==> config.mk <==
export PLATFORM = sky130hd
export DESIGN_NAME = tccw_ctrl
export DESIGN_NICKNAME = d
export VERILOG_FILES = /design/src/rtl/core/tccw_pkg.sv /design/src/rtl/core/tccw_ctrl.sv
export SDC_FILE = /design/constraint.sdc
export NUM_CORES = 1
export LEC_CHECK = 0
export BUFFER_PORTS_ARGS = -buffer_cell sky130_fd_sc_hd__buf_4
export CAP_MARGIN = 15
export CORE_ASPECT_RATIO = 0.5
export CORE_MARGIN = 1.5
export CORE_UTILIZATION = 50
export CTS_BUF_LIST = sky130_fd_sc_hd__clkbuf_8 sky130_fd_sc_hd__clkbuf_16
export DETAILED_ROUTE_END_ITERATION = 10
export PLACE_DENSITY = 0.75
export SLEW_MARGIN = 20
export SYNTH_ARGS = -nofsm -noshare
export SYNTH_HDL_FRONTEND = slang
export SYNTH_SLANG_ARGS = --single-unit
==> constraint.sdc <==
create_clock -name clk_i -period 5.7 [get_ports clk_i]
set_input_delay 1.425 -clock clk_i [delete_from_list [all_inputs] [get_ports clk_i]]
set_output_delay 1.425 -clock clk_i [all_outputs]
set_load 0.005 [all_outputs]
==> src/rtl/core/tccw_pkg.sv <==
// ----------------------------------------------------------------------------
// tccw_pkg
// Shared types and constants for the text console character writer:
// payload structs, operation codes, control codes and controller states.
// ----------------------------------------------------------------------------
package tccw_pkg;

  // default geometry
  localparam int DefColumns  = 80;
  localparam int DefRows     = 50;
  localparam int DefTabWidth = 8;

  // attribute after reset and the cell that reset fills the screen with
  localparam logic [7:0]  ATTR_RESET  = 8'h0F;
  localparam logic [7:0]  CHAR_BS     = 8'h08;
  localparam logic [7:0]  CHAR_TAB    = 8'h09;
  localparam logic [7:0]  CHAR_LF     = 8'h0A;
  localparam logic [7:0]  CHAR_CR     = 8'h0D;
  localparam logic [7:0]  CHAR_SPACE  = 8'h20;
  localparam logic [15:0] RESET_BLANK = {ATTR_RESET, CHAR_SPACE};

  typedef enum logic [1:0] {
    FUNC_PUT   = 2'd0,
    FUNC_CLEAR = 2'd1,
    FUNC_READ  = 2'd2
  } func_e;

  typedef enum logic [4:0] {
    S_INIT   = 5'b00001,
    S_IDLE   = 5'b00010,
    S_SCROLL = 5'b00100,
    S_CLEAR  = 5'b01000,
    S_DONE   = 5'b10000
  } state_e;

  typedef struct packed {
    logic [1:0] func;
    logic [7:0] char_code;
    logic [5:0] read_row;
    logic [6:0] read_col;
  } in_t;

  typedef struct packed {
    logic [5:0]  cursor_row;
    logic [6:0]  cursor_col;
    logic [11:0] cursor_offset;
    logic [15:0] cell_value;
  } out_t;

  typedef struct packed {
    logic idle;   // waiting for a transaction
    logic sweep;  // blanking cells (reset pass, clear or scroll)
    logic done;   // result ready to move into the output register
  } ctrl_status_t;

endpackage

==> src/rtl/core/tccw_ctrl.sv <==
// ----------------------------------------------------------------------------
// tccw_ctrl
// Cursor, scroll offset and attribute registers, the sequencer that drives
// the cell store (writes, blanking sweeps, reads) and the output register.
// ----------------------------------------------------------------------------
module tccw_ctrl import tccw_pkg::*; #(
  parameter int COLUMNS   = DefColumns,
  parameter int ROWS      = DefRows,
  parameter int TAB_WIDTH = DefTabWidth
) (
  input  logic                                    clk_i,
  input  logic                                    rst_ni,
  input  logic                                    in_valid_i,
  output logic                                    in_ready_o,
  input  in_t                                     in_data_i,
  output logic                                    out_valid_o,
  input  logic                                    out_ready_i,
  output out_t                                    out_data_o,
  input  logic                                    cfg_we_i,
  input  logic [7:0]                              cfg_wdata_i,
  output logic                                    mem_we_o,
  output logic [$clog2(ROWS)+$clog2(COLUMNS)-1:0] mem_waddr_o,
  output logic [15:0]                             mem_wdata_o,
  output logic                                    mem_re_o,
  output logic [$clog2(ROWS)+$clog2(COLUMNS)-1:0] mem_raddr_o,
  input  logic [15:0]                             mem_rdata_i,
  output ctrl_status_t                            status_o
);

  localparam int RowW = $clog2(ROWS);
  localparam int ColW = $clog2(COLUMNS);
  localparam int TabW = $clog2(TAB_WIDTH);
  localparam int NxtW = $clog2(COLUMNS + TAB_WIDTH);
  localparam int OffW = $clog2(ROWS * COLUMNS);

  localparam logic [RowW:0]   RowsX    = (RowW+1)'(ROWS);
  localparam logic [RowW-1:0] LastRow  = RowW'(ROWS - 1);
  localparam logic [ColW-1:0] LastCol  = ColW'(COLUMNS - 1);
  localparam logic [TabW-1:0] LastTab  = TabW'(TAB_WIDTH - 1);
  localparam logic [NxtW-1:0] ColsN    = NxtW'(COLUMNS);
  localparam logic [NxtW-1:0] TabN     = NxtW'(TAB_WIDTH);
  localparam logic [OffW-1:0] ColsO    = OffW'(COLUMNS);

  // logical row to physical row: both operands below ROWS
  function automatic logic [RowW-1:0] phys_row(input logic [RowW-1:0] top,
                                                input logic [RowW-1:0] row);
    logic [RowW:0] sum;
    sum = {1'b0, top} + {1'b0, row};
    if (sum >= RowsX) begin
      sum = sum - RowsX;
    end
    return sum[RowW-1:0];
  endfunction

  state_e          state_q, state_d;
  logic [RowW-1:0] row_q, row_d;
  logic [ColW-1:0] col_q, col_d;
  logic [TabW-1:0] phase_q, phase_d;  // col_q modulo TAB_WIDTH
  logic [RowW-1:0] top_q, top_d;
  logic [7:0]      attr_q;
  logic [RowW-1:0] sw_row_q, sw_row_d;
  logic [ColW-1:0] sw_col_q, sw_col_d;
  logic            cell_sel_q, cell_sel_d;
  logic            out_valid_q, out_valid_d;
  out_t            out_q, out_d;

  logic            accept;
  logic            out_free;
  logic [NxtW-1:0] ncol;
  logic [TabW-1:0] nphase;
  logic            lf;
  logic            print;
  logic            new_line;
  logic [15:0]     blank;
  logic [OffW-1:0] offset;
  logic            rd_in_range;

  assign in_ready_o = (state_q == S_IDLE);
  assign accept     = in_valid_i && in_ready_o;
  assign out_free   = !out_valid_q || out_ready_i;
  assign blank      = (state_q == S_INIT) ? RESET_BLANK : {attr_q, CHAR_SPACE};
  assign offset     = OffW'(row_q) * ColsO + OffW'(col_q);

  assign rd_in_range = (32'(in_data_i.read_row) < 32'(ROWS)) &&
                       (32'(in_data_i.read_col) < 32'(COLUMNS));

  // cursor motion for a put transaction
  always_comb begin
    ncol   = NxtW'(col_q);
    nphase = phase_q;
    lf     = 1'b0;
    print  = 1'b0;
    unique case (in_data_i.char_code)
      CHAR_BS: begin
        if (col_q != '0) begin
          ncol   = NxtW'(col_q) - NxtW'(1);
          nphase = (phase_q == '0) ? LastTab : phase_q - TabW'(1);
        end
      end
      CHAR_TAB: begin
        ncol   = NxtW'(col_q) + TabN - NxtW'(phase_q);
        nphase = '0;
      end
      CHAR_CR: begin
        ncol   = '0;
        nphase = '0;
      end
      CHAR_LF: begin
        lf = 1'b1;
      end
      default: begin
        if (in_data_i.char_code >= CHAR_SPACE) begin
          print  = 1'b1;
          ncol   = NxtW'(col_q) + NxtW'(1);
          nphase = (phase_q == LastTab) ? '0 : phase_q + TabW'(1);
        end
      end
    endcase
    new_line = lf || (ncol >= ColsN);
  end

  always_comb begin
    state_d     = state_q;
    row_d       = row_q;
    col_d       = col_q;
    phase_d     = phase_q;
    top_d       = top_q;
    sw_row_d    = sw_row_q;
    sw_col_d    = sw_col_q;
    cell_sel_d  = cell_sel_q;
    out_valid_d = out_valid_q && !out_ready_i;
    out_d       = out_q;
    mem_we_o    = 1'b0;
    mem_waddr_o = {sw_row_q, sw_col_q};
    mem_wdata_o = blank;
    mem_re_o    = 1'b0;
    mem_raddr_o = {phys_row(top_q, RowW'(in_data_i.read_row)),
                   ColW'(in_data_i.read_col)};

    unique case (state_q)
      S_INIT, S_CLEAR: begin
        mem_we_o = 1'b1;
        if (sw_col_q == LastCol) begin
          sw_col_d = '0;
          if (sw_row_q == LastRow) begin
            sw_row_d = '0;
            state_d  = (state_q == S_INIT) ? S_IDLE : S_DONE;
          end else begin
            sw_row_d = sw_row_q + RowW'(1);
          end
        end else begin
          sw_col_d = sw_col_q + ColW'(1);
        end
      end
      S_SCROLL: begin
        mem_we_o = 1'b1;
        if (sw_col_q == LastCol) begin
          sw_col_d = '0;
          state_d  = S_DONE;
        end else begin
          sw_col_d = sw_col_q + ColW'(1);
        end
      end
      S_IDLE: begin
        if (accept) begin
          state_d    = S_DONE;
          cell_sel_d = 1'b0;
          unique case (in_data_i.func)
            FUNC_PUT: begin
              mem_we_o    = print;
              mem_waddr_o = {phys_row(top_q, row_q), col_q};
              mem_wdata_o = {attr_q, in_data_i.char_code};
              if (new_line) begin
                col_d   = '0;
                phase_d = '0;
                if (row_q == LastRow) begin
                  // recycle the old top row as the new bottom row
                  top_d    = (top_q == LastRow) ? '0 : top_q + RowW'(1);
                  sw_row_d = top_q;
                  sw_col_d = '0;
                  state_d  = S_SCROLL;
                end else begin
                  row_d = row_q + RowW'(1);
                end
              end else begin
                col_d   = ncol[ColW-1:0];
                phase_d = nphase;
              end
            end
            FUNC_CLEAR: begin
              row_d    = '0;
              col_d    = '0;
              phase_d  = '0;
              top_d    = '0;
              sw_row_d = '0;
              sw_col_d = '0;
              state_d  = S_CLEAR;
            end
            FUNC_READ: begin
              mem_re_o   = rd_in_range;
              cell_sel_d = rd_in_range;
            end
            default: begin
            end
          endcase
        end
      end
      S_DONE: begin
        if (out_free) begin
          out_valid_d             = 1'b1;
          out_d.cursor_row        = 6'(row_q);
          out_d.cursor_col        = 7'(col_q);
          out_d.cursor_offset     = 12'(offset);
          out_d.cell_value        = cell_sel_q ? mem_rdata_i : 16'h0000;
          state_d                 = S_IDLE;
        end
      end
      default: begin
        state_d = S_INIT;
      end
    endcase
  end

  always_ff @(posedge clk_i or negedge rst_ni) begin
    if (!rst_ni) begin
      state_q     <= S_INIT;
      row_q       <= '0;
      col_q       <= '0;
      phase_q     <= '0;
      top_q       <= '0;
      attr_q      <= ATTR_RESET;
      sw_row_q    <= '0;
      sw_col_q    <= '0;
      cell_sel_q  <= 1'b0;
      out_valid_q <= 1'b0;
    end else begin
      state_q     <= state_d;
      row_q       <= row_d;
      col_q       <= col_d;
      phase_q     <= phase_d;
      top_q       <= top_d;
      sw_row_q    <= sw_row_d;
      sw_col_q    <= sw_col_d;
      cell_sel_q  <= cell_sel_d;
      out_valid_q <= out_valid_d;
      if (cfg_we_i) begin
        attr_q <= cfg_wdata_i;
      end
    end
  end

  always_ff @(posedge clk_i) begin
    out_q <= out_d;
  end

  assign out_valid_o    = out_valid_q;
  assign out_data_o     = out_q;
  assign status_o.idle  = (state_q == S_IDLE);
  assign status_o.sweep = (state_q == S_INIT) || (state_q == S_CLEAR) ||
                          (state_q == S_SCROLL);
  assign status_o.done  = (state_q == S_DONE);

endmodule
==> run_results.csv, run 1 <==
group,metric,value,unit
status,outcome,"complete, no violations",
synthesis,postSynth.asyncResetShare,57.5,%
clock_tree,cts_inserted_buffers,9,
pwr,leakagePower,3.34,nW
die,die-area,0.0132,mm^2
global_route,grt_pass1_wl,24700,um
final_layout,areaGrowthSynthToFinish,22.3,%
die,initial_core_util,52.0,%
global_route,grt_pass1_vias,4943,
clock_tree,cts_setup_buffers,0,
final_layout,n_fill_cell,1010,
die,core,0.0120,mm^2
sta,hold_violations,0,
clock_tree,clkSlewWorstSetupHoldPaths,70,ps
sta,rsz0062_at_grt,"no",
setup_path,reg2reg_depth,10,
sta,fin_ws,524,ps
pwr,seq_power_share,47.1,%
hold_path,whs_endpoint,"attr_q[4]",
placement,io_buffers,133,
sta,drv_slew,0,
hold_path,holdPathStages,1,
pwr,power_switching,0.309,mW
setup_path,arrival,3750,ps
clock_tree,clk_latency,340,ps
sta,fin_crit_sh,90.8,%
synthesis,yosysSeqAreaShare,37.9,%
clock_tree,postCtsHoldBufs,0,
synthesis,synth_area,0.00625,mm^2
placement,detailedPlace.worstSlack,545,ps
die,ios,142,
route,vias_per_cell,5.78,
final_layout,final_cells,937,
sta,fmax,0.193,GHz
global_route,antenna_found_initial,0,
global_route,grt_use_total,23.6,%
clock_tree,clock_sinks,87,
final_layout,fin_area,0.00765,mm^2
pwr,power_density,183,mW/mm^2
route,routedWlPerCell,16.3,um
sta,finClkSkew,11.6,ps
setup_path,reg2reg_to,"sw_row_q[5]",
clock_tree,cts_buffer_depth,2,
hold_path,hp-start,"attr_q[4]",
synthesis,yosys.cell_types.count,73,
route,ant_nets,0,
sta,finalSetupViolations,0,
sta,tightest_slew,824,ps
sta,tns,0,ps
synthesis,ys_ff_latch,87,
setup_path,endpoint_kind,"output port",
pwr,ir_worst_vdd,0.000136,V
route,via_count,5415,
pwr,combPwrFrac,6.3,%
pwr,swShare,22.1,%
pwr,clock_power_share,46.6,%
synthesis,synth_edf_count,37,
setup_path,path_class,"input port to output port",
setup_path,required,4280,ps
final_layout,antenna_cells,0,
route,drt_wl_total,15300,um
synthesis,avgSynthCellArea,9.57,um^2
global_route,overflow,0,
placement,gp_congestion,0.910,
placement,dp_hpwl,11200,um
setup_path,r2r-start,"col_q[2]",
placement,dp_cells,920,
setup_path,critPathLaunchType,"input port",
clock_tree,cts_tree,"yes",
clock_tree,post_cts_resize_count,0,
hold_path,holdCritPathClass,"flop to flop",
run,drv_cap,0,
sta,timing.slew.headroom,45.1,%
pwr,cellInternalPower,1.09,mW
setup_path,rrSetupSlack,1970,ps
final_layout,layout-drive-gt1-share,23.8,%
placement,placed_area,0.00730,mm^2
synthesis,ys.warnings.count,0,
die,die_x,161,um
sta,whs,499,ps
die,row_count,28,
synthesis,synth_ff_type,"dfrtp_1",
synthesis,syn_nets,759,
clock_tree,root_buffer,"clkbuf_16",
route,drt_first_pass_iters,6,
clock_tree,htree_levels,3,
final_layout,fin_nets,873,
global_route,grt_max_degree,51,
route,drc,0,
sta,finalCriticalPeriod,5180,ps
synthesis,synthesis.instances,653,
setup_path,cp_max_fo,4,
die,die_h,82.1,um
route,drt_iter0_drc,370,
-- cells in the final DEF, fill, tap and decap left out, types with 6 or more instances in the layout --
master	Yosys	layout
mux2_2	13	13
nor2_1	40	40
xor2_1	11	11
nor2b_1	12	11
a22o_1	8	8
edfxtp_1	37	37
ha_1	49	49
clkbuf_16	0	9
buf_4	12	136
nand3_1	16	16
and2_1	28	28
nand4_1	6	6
or3_1	8	8
o21ai_0	39	39
nand2_1	48	48
xnor2_1	21	21
nor3_1	25	25
dfrtp_1	45	45
a21o_1	15	15
a31oi_1	9	9
inv_1	35	35
o31ai_1	11	11
a21oi_1	34	34
nand2b_1	14	14
-- stage by stage --
step                      utilization (%)  power (mW)
after detailed placement             60.7       0.760
after floorplan                         -       0.714
after global placement               60.7       0.758
after CTS                            63.4        1.41
final                                63.6        1.40
after global routing                 63.6        1.44
-- worst max-delay path by stage --
stage	startpoint	to	depth (start not counted)
6_report	in_data_i[7]	mem_raddr_o[10]	11
4_1_cts	in_data_i[7]	mem_raddr_o[10]	11
5_1_grt	in_data_i[7]	mem_raddr_o[10]	11
3_3_place_gp	in_data_i[7]	mem_raddr_o[10]	11
3_5_place_dp	in_data_i[7]	mem_raddr_o[10]	11
2_1_floorplan	in_data_i[7]	mem_raddr_o[10]	9
-- cell type report --
| class | count | area (um^2) | area share [%] |
|---|---|---|---|
| clock buffer | 9 | 225 | 2.95 |
| clock inverter | 7 | 98.8 | 1.29 |
| inverter | 35 | 131 | 1.72 |
| multi-input combinational | 497 | 3570 | 46.7 |
| sequential | 87 | 2370 | 31.0 |
| tap | 165 | 206 | 2.70 |
| timing repair buffer | 137 | 1050 | 13.7 |
-- cells by family (layout without fill, tap and decap cells) --
logic type                 after synthesis  count (layout)  synth area share, %
adders and majority gates               54              54                 11.4
xor gates and xnor gates                32              32                 4.48
buffers and inverters                   69             188                 5.14
and+or+nand+nor                        230             230                 19.7
DFF                                     87              87                 37.9
muxes                                   17              17                 2.98
AOI/OAI and AO/OA                      164             164                 18.4
-- synth_stat cells, types with 18 or more instances --
master | number | area share [%]
ha_1 | 49 | 9.8
nand2_1 | 48 | 2.9
dfrtp_1 | 45 | 18
nor2_1 | 40 | 2.4
o21ai_0 | 39 | 3.1
edfxtp_1 | 37 | 18
inv_1 | 35 | 2.1
a21oi_1 | 34 | 2.7
and2_1 | 28 | 2.8
nor3_1 | 25 | 2.0
xnor2_1 | 21 | 2.9
clkbuf_1 | 18 | 1.1
-- power by group through the flow --
stage | Clock [mW] | Combinational (mW) | Sequential [mW]
after floorplan | 0 | 0.0428 | 0.671
after global placement | 0 | 0.0865 | 0.671
after detailed placement | 0 | 0.0878 | 0.672
after CTS | 0.659 | 0.0887 | 0.659
after global routing | 0.686 | 0.0964 | 0.660
final | 0.652 | 0.0881 | 0.659
-- flip-flops by register name, indices dropped and copies added (netlist names) --
| name | cells |
|---|---|
| col_q | 7 |
| out_data_o | 37 |
| top_q | 6 |
| state_q | 5 |
| cell_sel_q | 1 |
| sw_row_q | 6 |
| out_valid_o | 1 |
| row_q | 6 |
| attr_q | 8 |
| phase_q | 3 |
| sw_col_q | 7 |
-- layer usage --
metal  part of all wire [%]  vias up  global-route usage [%]  wire (um)
met1                     46     2565                    32.2       7020
li1                       -     2601                       -          -
met4                   0.77        0                    6.11        117
met5                      0        -                       0          0
met3                    7.3       16                    4.75       1110
met2                     46      233                    38.8       7040
-- worst max-delay path: stages --
cell      delay (ps)
buf_4            110
ha_1             210
fa_1             410
xnor2_1          320
ha_1             220
nor2b_1          160
nand2_1           60
a31oi_1          380
nand2b_1         190
xnor2_1          130
buf_4            130
No activity file was read; power rests on OpenSTA's default activity.
==> run 2, diff against run 1 <==
--- a/config.mk
+++ b/config.mk
@@ -8,7 +8,6 @@
 export BUFFER_PORTS_ARGS = -buffer_cell sky130_fd_sc_hd__buf_4
 export CAP_MARGIN = 15
 export CORE_ASPECT_RATIO = 0.5
-export CORE_MARGIN = 1.5
 export CORE_UTILIZATION = 50
 export CTS_BUF_LIST = sky130_fd_sc_hd__clkbuf_8 sky130_fd_sc_hd__clkbuf_16
 export DETAILED_ROUTE_END_ITERATION = 10
==> constraint.sdc (replaced) <==
create_clock -name clk_i -period 5.7 [get_ports clk_i]
set_input_delay 1.425 -clock clk_i [delete_from_list [all_inputs] [get_ports clk_i]]
set_output_delay 1.425 -clock clk_i [all_outputs]
set_load 0.1 [all_outputs]
==> run 2 against run 1 <==
Worst hold slack improved by 5.4 ps. First-iteration DRC count decreased by 14%. Register-to-register slack about the same. Critical path type unchanged. Utilization increased by 0.061 points. Clock skew decreased by 3.1 ps. Fmax decreased by 4.8%.
==> run_results.csv, run 2 (same netlist as run 1, synthesis figures left out) <==
group,metric,value,unit
sta,finClkSkew,8.54,ps
route,via_count,5391,
setup_path,critPathLaunchType,"input port",
sta,whs,504,ps
pwr,power_density,181,mW/mm^2
sta,fmax,0.184,GHz
sta,tightest_slew,1060,ps
global_route,grt_use_total,24.2,%
final_layout,n_fill_cell,1020,
placement,gp_congestion,0.949,
setup_path,cp_max_fo,4,
clock_tree,postCtsHoldBufs,0,
die,die_h,81.1,um
final_layout,layout-drive-gt1-share,24.6,%
clock_tree,clock_sinks,87,
setup_path,required,4280,ps
final_layout,utilization,63.7,%
global_route,grtUsageMet1,32.4,%
route,routedWlPerCell,16.5,um
setup_path,arrival,4010,ps
setup_path,endpoint_kind,"output port",
route,ant_nets,0,
sta,rsz0062_at_grt,"no",
clock_tree,cts_setup_buffers,0,
route,drt_wl_total,15400,um
final_layout,final_cell_mix,"buf_4, ha_1, nand2_1, dfrtp_1, nor2_1",
hold_path,holdCritPathClass,"flop to flop",
sta,fin_crit_sh,95.4,%
final_layout,multiInputGateArea,0.00360,mm^2
global_route,grt_pass1_vias,5007,
clock_tree,post_cts_resize_count,0,
die,die-area,0.0130,mm^2
clock_tree,clk_latency,350,ps
route,drt_iter0_drc,317,
clock_tree,cts_tree,"yes",
placement,dp_hpwl,11400,um
global_route,use_met2,41.1,%
sta,hold_violations,0,
clock_tree,htree_levels,3,
clock_tree,root_buffer,"clkbuf_16",
final_layout,final-seq-area,0.00237,mm^2
setup_path,path_class,"input port to output port",
global_route,grt_max_degree,51,
route,drt_first_pass_iters,5,
clock_tree,clkSlewWorstSetupHoldPaths,70,ps
sta,finalSetupViolations,0,
sta,finalCriticalPeriod,5440,ps
die,die_x,160,um
die,initial_core_util,52.2,%
global_route,overflow,0,
final_layout,largest_register_ff_count,37,
sta,timing.slew.headroom,29.3,%
clock_tree,cts_buffer_depth,2,
global_route,use_met3,4.65,%
sta,tns,0,ps
route,vias_per_cell,5.76,
final_layout,areaGrowthSynthToFinish,22.1,%
status,outcome,"complete, no violations",
final_layout,layout_commonest_cell,"buf_4",
run,drv_cap,0,
placement,io_buffers,133,
clock_tree,cts_inserted_buffers,9,
pwr,leakagePower,3.32,nW
global_route,antenna_found_initial,0,
die,ios,142,
sta,drv_slew,0,
global_route,grt_pass1_wl,24900,um
die,core,0.0120,mm^2
final_layout,fin_area,0.00763,mm^2
placement,placed_area,0.00733,mm^2
final_layout,antenna_cells,0,
final_layout,fin_nets,872,
pwr,ir_worst_vdd,0.000125,V
die,row_count,28,
route,drc,0,
global_route,busiest_layer,"met2",
==> run 2: worst max-delay path, cell delays in order <==
cell and delay (ps):
buf_4 110, ha_1 210, fa_1 410, xnor2_1 360
ha_1 230, nor2b_1 170, nand2_1 80, a31oi_2 360
nand2b_1 210, xnor2_2 120, buf_4 310
==> run 2: layer usage <==
metal | vias up | wire length, um
li1 | 2594 | -
met1 | 2566 | 7090
met2 | 205 | 7190
met3 | 26 | 962
met4 | 0 | 193
met5 | - | 0
==> run 2: final cells by class <==
cell class	instances	area share (%)
clock inverters	7	0.984
repair buffers	136	13.4
well taps	165	2.70
inverters	35	1.72
clock buffers	9	2.95
flip-flops and latches	87	31.0
multi-input cells	497	47.2
==> run 2: final timing paths <==
path                         startpoint              end  slack (ps)  cells after the start
min                           attr_q[6]        attr_q[6]         500                      1
max in group asynchronous        rst_ni         top_q[0]        4160                      1
max                        in_data_i[7]  mem_raddr_o[10]         260                     11
max reg2reg                    col_q[2]         top_q[1]        1960                     10
min reg2reg                   attr_q[6]        attr_q[6]         500                      1
min in group asynchronous        rst_ni       phase_q[1]        1090                      1
==> run 2: per-stage QoR <==
| stage | setup slack, ps | std cells | power, mW |
|---|---|---|---|
| floorplan | -571 | 653 | 0.762 |
| global placement | 254 | 920 | 0.795 |
| detailed placement | 152 | 920 | 0.798 |
| CTS | 126 | 936 | 1.39 |
| global route | 48.1 | 936 | 1.42 |
| finish | 264 | 936 | 1.38 |
==> run 2: where the power goes <==
group / leakage, nW / total [mW] / switching [mW] / internal [mW]
Combinational: 2.28 / 0.127 / 0.0795 / 0.0471
Clock: 0.145 / 0.597 / 0.286 / 0.311
Sequential: 0.896 / 0.659 / 0.00233 / 0.657
Total: 3.32 / 1.38 / 0.368 / 1.01
==> run 3, diff against run 2 <==
--- a/config.mk
+++ b/config.mk
@@ -12,6 +12,7 @@
 export CTS_BUF_LIST = sky130_fd_sc_hd__clkbuf_8 sky130_fd_sc_hd__clkbuf_16
 export DETAILED_ROUTE_END_ITERATION = 10
 export PLACE_DENSITY = 0.75
+export REMOVE_ABC_BUFFERS = 1
 export SLEW_MARGIN = 20
 export SYNTH_ARGS = -nofsm -noshare
 export SYNTH_HDL_FRONTEND = slang
==> run 3 against run 2 <==
Design area fell by 0.48%. Worst hold slack got worse by 6.1 ps. Via count fell by 0.35%. Clock skew fell by 0.70 ps. Clock-buffer cell count did not move. Clock power fell by 0.8%. Flip-flop and latch count did not move. Setup slack improved by 70 ps. Power fell by 0.64%. Highest routed layer unchanged. Global-route usage fell by 0.22 points. Utilization fell by 0.30 points. Register-to-register slack improved by 110 ps.
==> run_results.csv, run 3 (same netlist as run 1, synthesis figures left out) <==
group,metric,value,unit
status,outcome,"complete, no violations",
final_layout,largest_register_ff_count,37,
route,routedWlPerCell,16.4,um
clock_tree,postCtsHoldBufs,0,
route,drt_first_pass_iters,7,
pwr,swShare,26.3,%
final_layout,layout_commonest_cell,"buf_4",
pwr,ir_worst_vdd,0.000132,V
pwr,cellInternalPower,1.01,mW
pwr,power_switching,0.361,mW
sta,finClkSkew,7.84,ps
setup_path,arrival,3940,ps
die,die-area,0.0130,mm^2
die,core,0.0120,mm^2
global_route,grt_pass1_vias,4878,
die,die_x,160,um
pwr,power_density,181,mW/mm^2
sta,fmax,0.186,GHz
clock_tree,cts_tree,"yes",
clock_tree,clkSlewWorstSetupHoldPaths,70,ps
final_layout,layout-drive-gt1-share,23.9,%
sta,fin_crit_sh,94.2,%
final_layout,fin_area,0.00760,mm^2
placement,dp_hpwl,11400,um
die,row_count,28,
route,wl_met2,7040,um
global_route,antenna_found_initial,0,
sta,rsz0062_at_grt,"no",
clock_tree,post_cts_resize_count,0,
final_layout,final_cells,936,
route,via_count,5372,
global_route,grt_pass1_wl,24500,um
placement,io_buffers,133,
route,vias_per_cell,5.74,
clock_tree,clock_sinks,87,
final_layout,areaGrowthSynthToFinish,21.5,%
route,drc,0,
sta,finalSetupViolations,0,
setup_path,cp_max_fo,4,
die,die_h,81.1,um
route,ant_nets,0,
setup_path,critPathLaunchType,"input port",
sta,drv_slew,0,
placement,detailedPlace.worstSlack,320,ps
clock_tree,htree_levels,3,
placement,gp_congestion,0.878,
final_layout,fin_nets,872,
final_layout,final_cell_mix,"buf_4, ha_1, nand2_1, dfrtp_1, nor2_1",
setup_path,path_class,"input port to output port",
sta,finalCriticalPeriod,5370,ps
setup_path,endpoint_kind,"output port",
hold_path,holdCritPathClass,"flop to flop",
placement,dp_cells,920,
sta,fin_ws,333,ps
clock_tree,cts_setup_buffers,0,
pwr,total_power,1.37,mW
sta,whs,498,ps
run,drv_cap,0,
sta,timing.slew.headroom,30.7,%
final_layout,n_fill_cell,1002,
placement,placed_area,0.00730,mm^2
sta,hold_violations,0,
pwr,leakagePower,3.31,nW
die,ios,142,
clock_tree,cts_inserted_buffers,9,
route,top_layer,"met4",
clock_tree,root_buffer,"clkbuf_16",
global_route,grt_use_total,24.0,%
pwr,clock_power_share,43.1,%
final_layout,antenna_cells,0,
clock_tree,cts_buffer_depth,2,
sta,tightest_slew,1040,ps
route,wl_met3,865,um
route,drt_wl_total,15300,um
pwr,seq_power_share,48.0,%
global_route,overflow,0,
setup_path,required,4280,ps
pwr,combPwrFrac,9.0,%
route,m1WireLength,7230,um
die,initial_core_util,52.2,%
clock_tree,clk_latency,350,ps
global_route,grt_max_degree,51,
route,drt_iter0_drc,359,
==> run 3: area by class of cell <==
cell class,instances,area (um^2),area share (%)
multi-input combinational,497,3570,47.0
sequential,87,2370,31.2
timing repair buffer,136,1020,13.4
clock buffer,9,225,2.96
tap,165,206,2.72
inverter,35,131,1.73
clock inverter,7,75.1,0.988
==> run 3: power groups by stage <==
stage / registers, mW / logic (mW) / clock network (mW)
after floorplan: 0.671 / 0.0605 / 0
after global placement: 0.671 / 0.121 / 0
after detailed placement: 0.672 / 0.123 / 0
after CTS: 0.659 / 0.123 / 0.605
after global routing: 0.659 / 0.132 / 0.626
final: 0.659 / 0.123 / 0.592
==> run 3: worst max-delay path: stages <==
cell,delay [ps]
buf_4,110
ha_1,210
fa_1,410
xnor2_1,340
ha_1,220
nor2b_1,170
nand2_1,60
a31oi_1,360
nand2b_1,180
xnor2_1,130
buf_4,320
==> run 3: worst paths after layout <==
path	from	endpoint	slack [ps]	cells past startpoint
min reg2reg	attr_q[5]	attr_q[5]	500	1
max reg2reg	col_q[2]	sw_row_q[4]	2070	10
min	attr_q[5]	attr_q[5]	500	1
max in group asynchronous	rst_ni	row_q[2]	4150	1
max	in_data_i[7]	mem_raddr_o[10]	330	11
min in group asynchronous	rst_ni	phase_q[1]	1100	1
==> run 3: per-stage QoR <==
| step | util [%] | TNS (ps) |
|---|---|---|
| CTS | 63.4 | 0 |
| detailed placement | 60.9 | 0 |
| global route | 63.4 | 0 |
| global placement | 60.9 | 0 |
| floorplan | - | -8060 |
| finish | 63.4 | 0 |
==> run 3: metal layers <==
metal	vias to the layer above	global-route usage [%]
li1	2600	-
met1	2559	33.1
met2	190	39.2
met3	23	4.29
met4	0	6.67
met5	-	0
